## src/rtl/dsis_pkg.sv

```systemverilog
// ----------------------------------------------------------------------------
// dsis_pkg
// Shared types and constants for the descending stable insertion sorter.
// ----------------------------------------------------------------------------
package dsis_pkg;

  // Number of cells in the chain
  localparam int unsigned DEPTH = 16;
  localparam int unsigned KEY_W = 16;
  localparam int unsigned TAG_W = 40;

  // One stored record
  typedef struct packed {
    logic                    valid;
    logic signed [KEY_W-1:0] key;
    logic [TAG_W-1:0]        tag;
  } rec_t;

  // Chain-wide control broadcast to every cell
  typedef struct packed {
    logic ins_en;    // insert the broadcast record this cycle
    logic drain_en;  // shift the chain one place towards cell 0
  } ctrl_t;

endpackage

```

## src/rtl/dsis_if.sv

```systemverilog
// ----------------------------------------------------------------------------
// dsis_if
// Valid/ready channel interfaces for record input and sorted output.
// ----------------------------------------------------------------------------
interface dsis_in_if;
  logic                              valid;
  logic                              ready;
  logic signed [dsis_pkg::KEY_W-1:0] sort_key;
  logic [dsis_pkg::TAG_W-1:0]        record_tag;
  logic                              last_item;

  modport source (output valid, sort_key, record_tag, last_item, input ready);
  modport sink   (input valid, sort_key, record_tag, last_item, output ready);
endinterface

interface dsis_out_if;
  logic                              valid;
  logic                              ready;
  logic signed [dsis_pkg::KEY_W-1:0] out_key;
  logic [dsis_pkg::TAG_W-1:0]        out_tag;
  logic                              run_end;
  logic                              overflow;

  modport source (output valid, out_key, out_tag, run_end, overflow, input ready);
  modport sink   (input valid, out_key, out_tag, run_end, overflow, output ready);
endinterface

```

## src/rtl/descending_stable_insertion_sorter.sv

```systemverilog
// ----------------------------------------------------------------------------
// descending_stable_insertion_sorter
// Stable descending insertion sort over a chain of DEPTH cells; the run is
// emitted from cell 0 once the record marked last has been taken.
// ----------------------------------------------------------------------------
//  Channel   Dir   Fields                                  Handshake
//  in_ch     in    sort_key, record_tag, last_item         valid/ready
//  out_ch    out   out_key, out_tag, run_end, overflow     valid/ready
//
//  Loading: one record per cycle; the broadcast compare in every cell and the
//  one-place shift of the chain place it in the same cycle.
//  Emission: after a last record, one result per cycle from cell 0 while the
//  sink is ready; input is held off (in_ch.ready low) until run_end is taken.
//  Reset clears every cell's valid bit at once; no clearing pass.
//  A sink stall simply freezes the chain; cell 0 holds the waiting result.
module descending_stable_insertion_sorter (
  input logic        clk,
  input logic        rst_n,
  dsis_in_if.sink    in_ch,
  dsis_out_if.source out_ch
);

  localparam int unsigned N = dsis_pkg::DEPTH;

  dsis_pkg::rec_t  cell_q  [N];
  logic            ins     [N];
  dsis_pkg::rec_t  new_rec;
  dsis_pkg::ctrl_t ctrl;

  logic draining_r, draining_nxt;
  logic dropped_r, dropped_nxt;
  logic in_acc, out_acc, full;

  assign full    = cell_q[N-1].valid;
  assign in_acc  = in_ch.valid && in_ch.ready;
  assign out_acc = out_ch.valid && out_ch.ready;

  // Broadcast record
  assign new_rec.valid = 1'b1;
  assign new_rec.key   = in_ch.sort_key;
  assign new_rec.tag   = in_ch.record_tag;

  assign ctrl.ins_en   = in_acc && !full;
  assign ctrl.drain_en = out_acc;

  // Cell chain
  for (genvar i = 0; i < N; i++) begin : g_cell
    dsis_pkg::rec_t prev_r, next_r;
    logic           prev_i;
    if (i == 0) begin : g_head
      assign prev_r = '0;
      assign prev_i = 1'b0;
    end else begin : g_body
      assign prev_r = cell_q[i-1];
      assign prev_i = ins[i-1];
    end
    if (i == N - 1) begin : g_tail
      assign next_r = '0;
    end else begin : g_mid
      assign next_r = cell_q[i+1];
    end
    dsis_cell u_cell (
      .clk      (clk),
      .rst_n    (rst_n),
      .ctrl     (ctrl),
      .new_rec  (new_rec),
      .prev_rec (prev_r),
      .prev_ins (prev_i),
      .next_rec (next_r),
      .cur      (cell_q[i]),
      .ins_o    (ins[i])
    );
  end

  // Run control
  always_comb begin
    draining_nxt = draining_r;
    dropped_nxt  = dropped_r;
    if (in_acc) begin
      if (full) begin
        dropped_nxt = 1'b1;
      end
      if (in_ch.last_item) begin
        draining_nxt = 1'b1;
      end
    end
    if (out_acc && out_ch.run_end) begin
      draining_nxt = 1'b0;
      dropped_nxt  = 1'b0;
    end
  end

  always_ff @(posedge clk) begin
    if (!rst_n) begin
      draining_r <= 1'b0;
      dropped_r  <= 1'b0;
    end else begin
      draining_r <= draining_nxt;
      dropped_r  <= dropped_nxt;
    end
  end

  // Ports
  assign in_ch.ready     = !draining_r;
  assign out_ch.valid    = draining_r && cell_q[0].valid;
  assign out_ch.out_key  = cell_q[0].key;
  assign out_ch.out_tag  = cell_q[0].tag;
  assign out_ch.run_end  = !cell_q[1].valid;
  assign out_ch.overflow = dropped_r;

endmodule

```

## src/rtl/dsis_cell.sv

```systemverilog
// ----------------------------------------------------------------------------
// dsis_cell
// One slot of the insertion chain: holds a record, compares it against the
// broadcast record and takes its own, its left or its right neighbour's data.
// ----------------------------------------------------------------------------
module dsis_cell (
  input  logic            clk,
  input  logic            rst_n,
  input  dsis_pkg::ctrl_t ctrl,
  input  dsis_pkg::rec_t  new_rec,   // broadcast record being inserted
  input  dsis_pkg::rec_t  prev_rec,  // left neighbour (larger or equal keys)
  input  logic            prev_ins,  // left neighbour is displaced
  input  dsis_pkg::rec_t  next_rec,  // right neighbour, used when draining
  output dsis_pkg::rec_t  cur,
  output logic            ins_o
);

  logic                              valid_r, valid_nxt;
  logic signed [dsis_pkg::KEY_W-1:0] key_r, key_nxt;
  logic [dsis_pkg::TAG_W-1:0]        tag_r, tag_nxt;

  // Strict compare: equal keys stay ahead of the newcomer
  assign ins_o = ctrl.ins_en && (!valid_r || (new_rec.key > key_r));

  always_comb begin
    valid_nxt = valid_r;
    key_nxt   = key_r;
    tag_nxt   = tag_r;
    if (ctrl.drain_en) begin
      valid_nxt = next_rec.valid;
      key_nxt   = next_rec.key;
      tag_nxt   = next_rec.tag;
    end else if (ctrl.ins_en && prev_ins) begin
      // shift right to make room further up
      valid_nxt = prev_rec.valid;
      key_nxt   = prev_rec.key;
      tag_nxt   = prev_rec.tag;
    end else if (ins_o) begin
      valid_nxt = 1'b1;
      key_nxt   = new_rec.key;
      tag_nxt   = new_rec.tag;
    end
  end

  always_ff @(posedge clk) begin
    if (!rst_n) begin
      valid_r <= 1'b0;
    end else begin
      valid_r <= valid_nxt;
    end
  end

  // Payload needs no reset; valid guards it
  always_ff @(posedge clk) begin
    key_r <= key_nxt;
    tag_r <= tag_nxt;
  end

  assign cur.valid = valid_r;
  assign cur.key   = key_r;
  assign cur.tag   = tag_r;

endmodule
```

## src/flat_wrapper.sv

```systemverilog
// flat-port wrapper written by rule: the top's interface ports become plain ports
module descending_stable_insertion_sorter_flat 
  (clk, rst_n, in_ch_valid, in_ch_sort_key, in_ch_record_tag, in_ch_last_item, in_ch_ready, out_ch_valid, out_ch_out_key, out_ch_out_tag, out_ch_run_end, out_ch_overflow, out_ch_ready);
  dsis_in_if in_ch_i ();
  dsis_out_if out_ch_i ();
  input logic clk;
  input logic rst_n;
  input wire logic [$bits(in_ch_i.valid)-1:0] in_ch_valid;
  input wire logic [$bits(in_ch_i.sort_key)-1:0] in_ch_sort_key;
  input wire logic [$bits(in_ch_i.record_tag)-1:0] in_ch_record_tag;
  input wire logic [$bits(in_ch_i.last_item)-1:0] in_ch_last_item;
  output wire logic [$bits(in_ch_i.ready)-1:0] in_ch_ready;
  output wire logic [$bits(out_ch_i.valid)-1:0] out_ch_valid;
  output wire logic [$bits(out_ch_i.out_key)-1:0] out_ch_out_key;
  output wire logic [$bits(out_ch_i.out_tag)-1:0] out_ch_out_tag;
  output wire logic [$bits(out_ch_i.run_end)-1:0] out_ch_run_end;
  output wire logic [$bits(out_ch_i.overflow)-1:0] out_ch_overflow;
  input wire logic [$bits(out_ch_i.ready)-1:0] out_ch_ready;
  assign in_ch_i.valid = in_ch_valid;
  assign in_ch_i.sort_key = in_ch_sort_key;
  assign in_ch_i.record_tag = in_ch_record_tag;
  assign in_ch_i.last_item = in_ch_last_item;
  assign in_ch_ready = in_ch_i.ready;
  assign out_ch_valid = out_ch_i.valid;
  assign out_ch_out_key = out_ch_i.out_key;
  assign out_ch_out_tag = out_ch_i.out_tag;
  assign out_ch_run_end = out_ch_i.run_end;
  assign out_ch_overflow = out_ch_i.overflow;
  assign out_ch_i.ready = out_ch_ready;
  descending_stable_insertion_sorter u_core (.clk(clk), .rst_n(rst_n), .in_ch(in_ch_i), .out_ch(out_ch_i));
endmodule
```

## config.mk

```make
export PLATFORM = sky130hd
export DESIGN_NAME = descending_stable_insertion_sorter_flat
export DESIGN_NICKNAME = d
export VERILOG_FILES = /design/src/rtl/dsis_pkg.sv /design/src/rtl/dsis_if.sv /design/src/rtl/descending_stable_insertion_sorter.sv /design/src/rtl/dsis_cell.sv /design/src/flat_wrapper.sv
export SDC_FILE = /design/constraint.sdc
export NUM_CORES = 2
export LEC_CHECK = 0
export BUFFER_PORTS_ARGS = -buffer_cell sky130_fd_sc_hd__buf_2
export CAP_MARGIN = 10
export CELL_PAD_IN_SITES_DETAIL_PLACEMENT = 0
export CELL_PAD_IN_SITES_GLOBAL_PLACEMENT = 1
export CORE_MARGIN = 4
export CORE_UTILIZATION = 40
export DETAILED_ROUTE_END_ITERATION = 8
export GPL_TIMING_DRIVEN = 0
export PLACE_DENSITY_LB_ADDON = 0.1
export SLEW_MARGIN = 20
export SYNTH_ARGS = -nofsm -noshare
export SYNTH_HDL_FRONTEND = slang
export SYNTH_SLANG_ARGS = --single-unit
```

## constraint.sdc

```tcl
create_clock -name clk -period 6 [get_ports clk]
set_clock_uncertainty 0.2 [all_clocks]
set_input_delay 1.2 -clock clk [delete_from_list [all_inputs] [get_ports clk]]
set_output_delay 1.2 -clock clk [all_outputs]
set_load 0.01 [all_outputs]
```

* Yosys cells after proc, flatten, opt, wreduce, memory -nomap -nowiden
Index checks and enable logic that the tools add are counted.
** Operators by class
- $add $sub $neg :: 0
- $mul :: 0
- Div/mod/pow operators :: 0
- $lt $le $gt $ge :: 16
- Equal/unequal tests :: 0
- Shift-type cells :: 0
- Muxes and demuxes :: 138
- Bitwise gates (word level) :: 1
- Reduce and logical (&&, ||, !) cells :: 89
** Operators with widths (count)
- $mux W40 :: 46
- $mux W16 :: 46
- $gt A16 B16 Y1 :: 16
- $mux W1 :: 46
- $reduce_bool A3 Y1 :: 14
- $logic_and A1 B1 Y1 :: 36
- $logic_not A1 Y1 :: 17
- $logic_or A1 B1 Y1 :: 16
- $reduce_and A2 Y1 :: 2
- $reduce_bool A2 Y1 :: 2
- $reduce_or A2 Y1 :: 2
- $not A1 Y1 :: 1
** Storage, ports and cells
- Register bits :: 914
- Bits in latches :: 0
- RAM bits :: 0
- Memory bits (read-only) :: 0
- Output and inout port bits :: 60
- Memories :: 0

* Depth between registers and ports, before layout
- Word-level depth :: 7
- Depth in mapped cells :: 13

* Hierarchy
Synthesis repeated with hierarchy kept, for this count alone.
** Second synthesis, totals
- Cells, all modules :: 5040
- Area, all modules :: 53691.5 µm²
** Modules (own cells, without submodules)
- dsis_cell at u_core.g_cell[1].u_cell ... :: times used 9, cells an instance 312, area an instance 3331.9 µm²
- dsis_cell at u_core.g_cell[0].u_cell ... :: times used 6, cells an instance 317, area an instance 3374.5 µm²
- dsis_cell at u_core.g_cell[10].u_cell :: times used 1, cells an instance 314, area an instance 3331.9 µm²
- descending_stable_insertion_sorter :: times used 1, cells an instance 16, area an instance 125.1 µm²

* Least setup slack after synthesis
No wires, ideal clock.
- Path type :: input to register
- Start point :: in in_ch_sort_key[0]
- End point :: reg u_core.g_cell[7].u_cell.key_r[0] in the netlist's numbering, enable pin
- Library setup time :: 485 ps
- Data arrival time :: 5792 ps
- Setup slack :: -477 ps
- Stages :: 9
- Cell sequence :: clkbuf_1 inv_1 ha_1 and4_1 a21oi_1 clkbuf_1 clkbuf_1 a21oi_1 o211ai_1
** On the way
- Longest elaborated chain between the ends :: 5
** Ends and longest elaborated chain
- start: declaration :: line flat_wrapper.sv:9 : input wire logic [$bits(in_ch_i.sort_key)-1:0] in_ch_sort_key;
- $gt A16 B16 Y1 :: line dsis_cell.sv:23 : assign ins_o = ctrl.ins_en && (!valid_r || (new_rec.key > key_r));
- $logic_or A1 B1 Y1 :: line dsis_cell.sv:23
- $logic_and A1 B1 Y1 :: line dsis_cell.sv:23
- $logic_and A1 B1 Y1 :: line dsis_cell.sv:33 : end else if (ctrl.ins_en && prev_ins) begin
- $reduce_bool A3 Y1 (no line) (*)
- end signal: assignment :: line dsis_cell.sv:55 : key_r <= key_nxt;
- end: declaration :: line dsis_cell.sv:19 : logic signed [dsis_pkg::KEY_W-1:0] key_r, key_nxt;
Mark *: on every way between the ends. The rest lies on a longest branch, timed or not.
A chain may end at the register's enable or synchronous reset.

* Final worst setup path
- Start point :: in in_ch_sort_key[15]
- End point :: reg u_core.g_cell[14].u_cell.tag_r[17] in the netlist's numbering, enable pin
** On the way
- Longest elaborated chain between the ends :: 5
** Ends and longest elaborated chain
- $gt A16 B16 Y1 :: line dsis_cell.sv:23
- $logic_or A1 B1 Y1 :: line dsis_cell.sv:23
- $logic_and A1 B1 Y1 :: line dsis_cell.sv:23
- $logic_and A1 B1 Y1 :: line dsis_cell.sv:33
- $reduce_bool A3 Y1 (no line) (*)
- end signal: assignment :: line dsis_cell.sv:56 : tag_r <= tag_nxt;
- end: declaration :: line dsis_cell.sv:20 : logic [dsis_pkg::TAG_W-1:0] tag_r, tag_nxt;
Marks and branches as above.

==> metrics.csv <==
metric;value;unit
outcome;finished, final reports clean;
fin crit period;5900;ps
gr usage total;0.302;
clk buf depth;3;
Hold Crit Start;u_core.out_ch.overflow$_SDFFE_PP0P_;
Slew @ Worst Pin;1260;ps
Crit Path Max Fanout;21;
commonest non-fill, non-tap cells in the layout;edfxtp_1, nand2_1, a21oi_1;
Final Max Tran Viols;0;
# rows;132;
post-synthesis average cell area;9.99;µm²
Reg-to-Reg Start;u_core.g_cell[13].u_cell.key_r[15]$_DFFE_PP_;
vias in the first global route;44700;
RSZ-0062 raised after global routing;no;
Initial Util;0.402;
routed via count;44400;
Iter 0 DRT Violations;4626;
cell count after synthesis;5205;
Synth Register Bits;914;
post-detail-place hpwl;162000;µm
Crit path required time;6250;ps
cts bufs inserted;110;
via/cell ratio;6.06;
Worst-Skew Late Latency;760;ps
Hold Vio Cnt, Final;0;
startpoint types;input pin;
CORE AREA;129000;µm²
final setup vio count;0;
fraction of layout cells with a size suffix above 1;0.0795;
die area;136000;µm²
Mapped Area;52000;µm²
Pleak;23.2;nW
Worst Setup Path Type;input pin to register;
CP Launch Point;in_ch_sort_key[15];
power density over the cells;392;nW/µm²
Max Freq;170;MHz
total global routing overflow;0;
period utilization;0.983;
total wire length;211000;µm
hold crit path type;register to register;
CP max stage delay;690;ps
Syn-to-layout area delta;14.0;%
slowest stage cell, crit path;clkbuf_2;
gpl congestion;0.910;
FFs w/ async S/R, synth;0;
CP endpoint kind;register;
Worst Path Arrival;6150;ps
Total Nets Final;5778;
die width;368;µm
Most common cell on crit path;buf_4;
Reg clk slew, reported paths;60;ps
die height;368;µm
Ports;121;
WL per Instance;28.8;µm
pin count of the biggest net entering global routing;39;
VDD IR-drop max;0.260;mV
drt drc;0;
CTS Root Cell;clkbuf_16;
number of flops mapped to enable cells by yosys;840;
sequential area share after synthesis;0.514;
TritonCTS clock tree;built;
Main synth FF type;edfxtp_1;
crit-path cells;buf_2 -> ha_1 -> nand4_1 -> nor3_2 -> a21boi_1 -> or2_1 -> o41a_1 -> clkbuf_2 -> nand2_1 -> o211ai_1 -> buf_4 -> buf_4 -> buf_4 -> buf_4 -> buf_4;
Cell variety after synth;60;
Antenna Nets Post-Route;0;
first-pass GRT wire length;305000;µm
Clock Sinks;914;
initial antenna violation count;12;
Final Core Density;0.458;
most common cell after layout, fill and taps aside;edfxtp_1;
I/O Buffers;120;
max cap viols;0;
htree depth;3;
final hold slack;281;ps
Slew HR;0.160;
Pre-Repair DR Iteration Count;6;
Ys Warns;0;
syn_nets;5506;
fillcell total;12600;
## layout make-up
type                    instances  area [µm²]  share of cell area
repair buffers                161        1170              0.0198
diodes                          5        12.5            0.000211
plain buffers                 470        1970              0.0333
inverters                     245         922              0.0156
multi-input cells            3575       22500               0.381
well taps                    1742        2180              0.0368
flip-flops and latches        914       26700               0.451
clock buffers                 144        3000              0.0506
clock inverters                66         738              0.0125
## synth_stat cells, types with 8 or more instances
cell type	n	share of area
a21o_1	26	0.0038
a211oi_1	10	0.0014
o211ai_1	112	0.016
clkbuf_1	369	0.027
nor2_1	425	0.031
nand2b_1	9	0.0011
nor2b_1	22	0.0026
a221o_1	41	0.0079
buf_4	13	0.0019
a41oi_1	15	0.0025
o21a_1	11	0.0016
buf_1	35	0.0025
buf_6	9	0.0019
nand4_1	45	0.0054
nand3_1	86	0.0083
nor3_1	28	0.0027
mux2i_1	373	0.072
ha_1	240	0.058
o221ai_1	98	0.017
buf_2	45	0.0043
nand3b_1	8	0.0012
a32oi_1	41	0.0069
a22oi_1	101	0.015
a21oi_1	555	0.053
o21ai_1	120	0.012
edfxtp_1	840	0.49
dfxtp_1	74	0.028
o21ai_0	319	0.031
inv_1	244	0.018
and3_1	50	0.0060
a31oi_1	186	0.022
nand2_1	581	0.042
## where the power goes
group	switching (mW)	internal, mW
logic	3.80	2.07
clock network	3.00	4.09
registers	1.05	9.20
## worst paths after layout
check                                                 endpoint  slack (ps)  cells past startpoint
setup / recovery  u_core.g_cell[14].u_cell.tag_r[17]$_DFFE_PP_         100                     15
hold / removal             u_core.out_ch.overflow$_SDFFE_PP0P_         280                      2
setup reg to reg  u_core.g_cell[14].u_cell.tag_r[17]$_DFFE_PP_         560                     15
hold reg to reg            u_core.out_ch.overflow$_SDFFE_PP0P_         280                      2
## routing by layer
| metal | vias to the layer above | track usage | share of wire |
|---|---|---|---|
| li1 | 20100 | - | - |
| met1 | 22200 | 0.407 | 0.43 |
| met2 | 1719 | 0.487 | 0.46 |
| met3 | 428 | 0.0373 | 0.057 |
| met4 | 2 | 0.140 | 0.055 |
| met5 | - | 0 | 0.000062 |
## logic make-up (layout without fill, tap and decap cells)
group | after synthesis | in the layout | share of synthesized area
and+or+nand+nor | 1285 | 1285 | 0.105
AOI/OAI and AO/OA | 1677 | 1677 | 0.197
adders and majority gates | 240 | 240 | 0.0578
buffers and inverters | 716 | 1086 | 0.0550
other | 0 | 5 | 0
DFF | 914 | 914 | 0.514
muxes | 373 | 373 | 0.0718
## registers in the layout, summed over array words and instances, names as in the netlist
signal / flops
u_core.g_cell.u_cell.tag_r: 640
u_core.draining_r: 1
u_core.g_cell.u_cell.valid_r: 16
u_core.g_cell.u_cell.key_r: 256
u_core.out_ch.overflow: 1
## stage by stage
stage	area [µm²]	worst slack (ps)	std cells	total power, mW	setup TNS [ps]
final	59300	101	7322	23.2	0
after global routing	59200	28.3	7319	24.2	0
after CTS	59200	68.7	7318	23.2	0
after detailed placement	55500	-1150	7108	16.1	-83380
after global placement	54800	-4640	7067	15.9	-2061910
after floorplan	52000	19.9	5205	13.7	0
## critical path: cells and delay by family
kind                     cells  cell delay [ps]
adder cells (fa/ha/maj)      1              300
buffers and inverters        7             2250
AO/OA/AOI/OAI                3             1260
AND/OR/NAND/NOR              4             1060
## what timing repair did
action / 4_1_cts / 5_1_grt
hold buffers: 0 / 0
setup buffers: 0 / 0
setup endpoints to repair: 14 / 14
gates resized for setup: 2 / 1
Power figures use the tool's default switching activity.
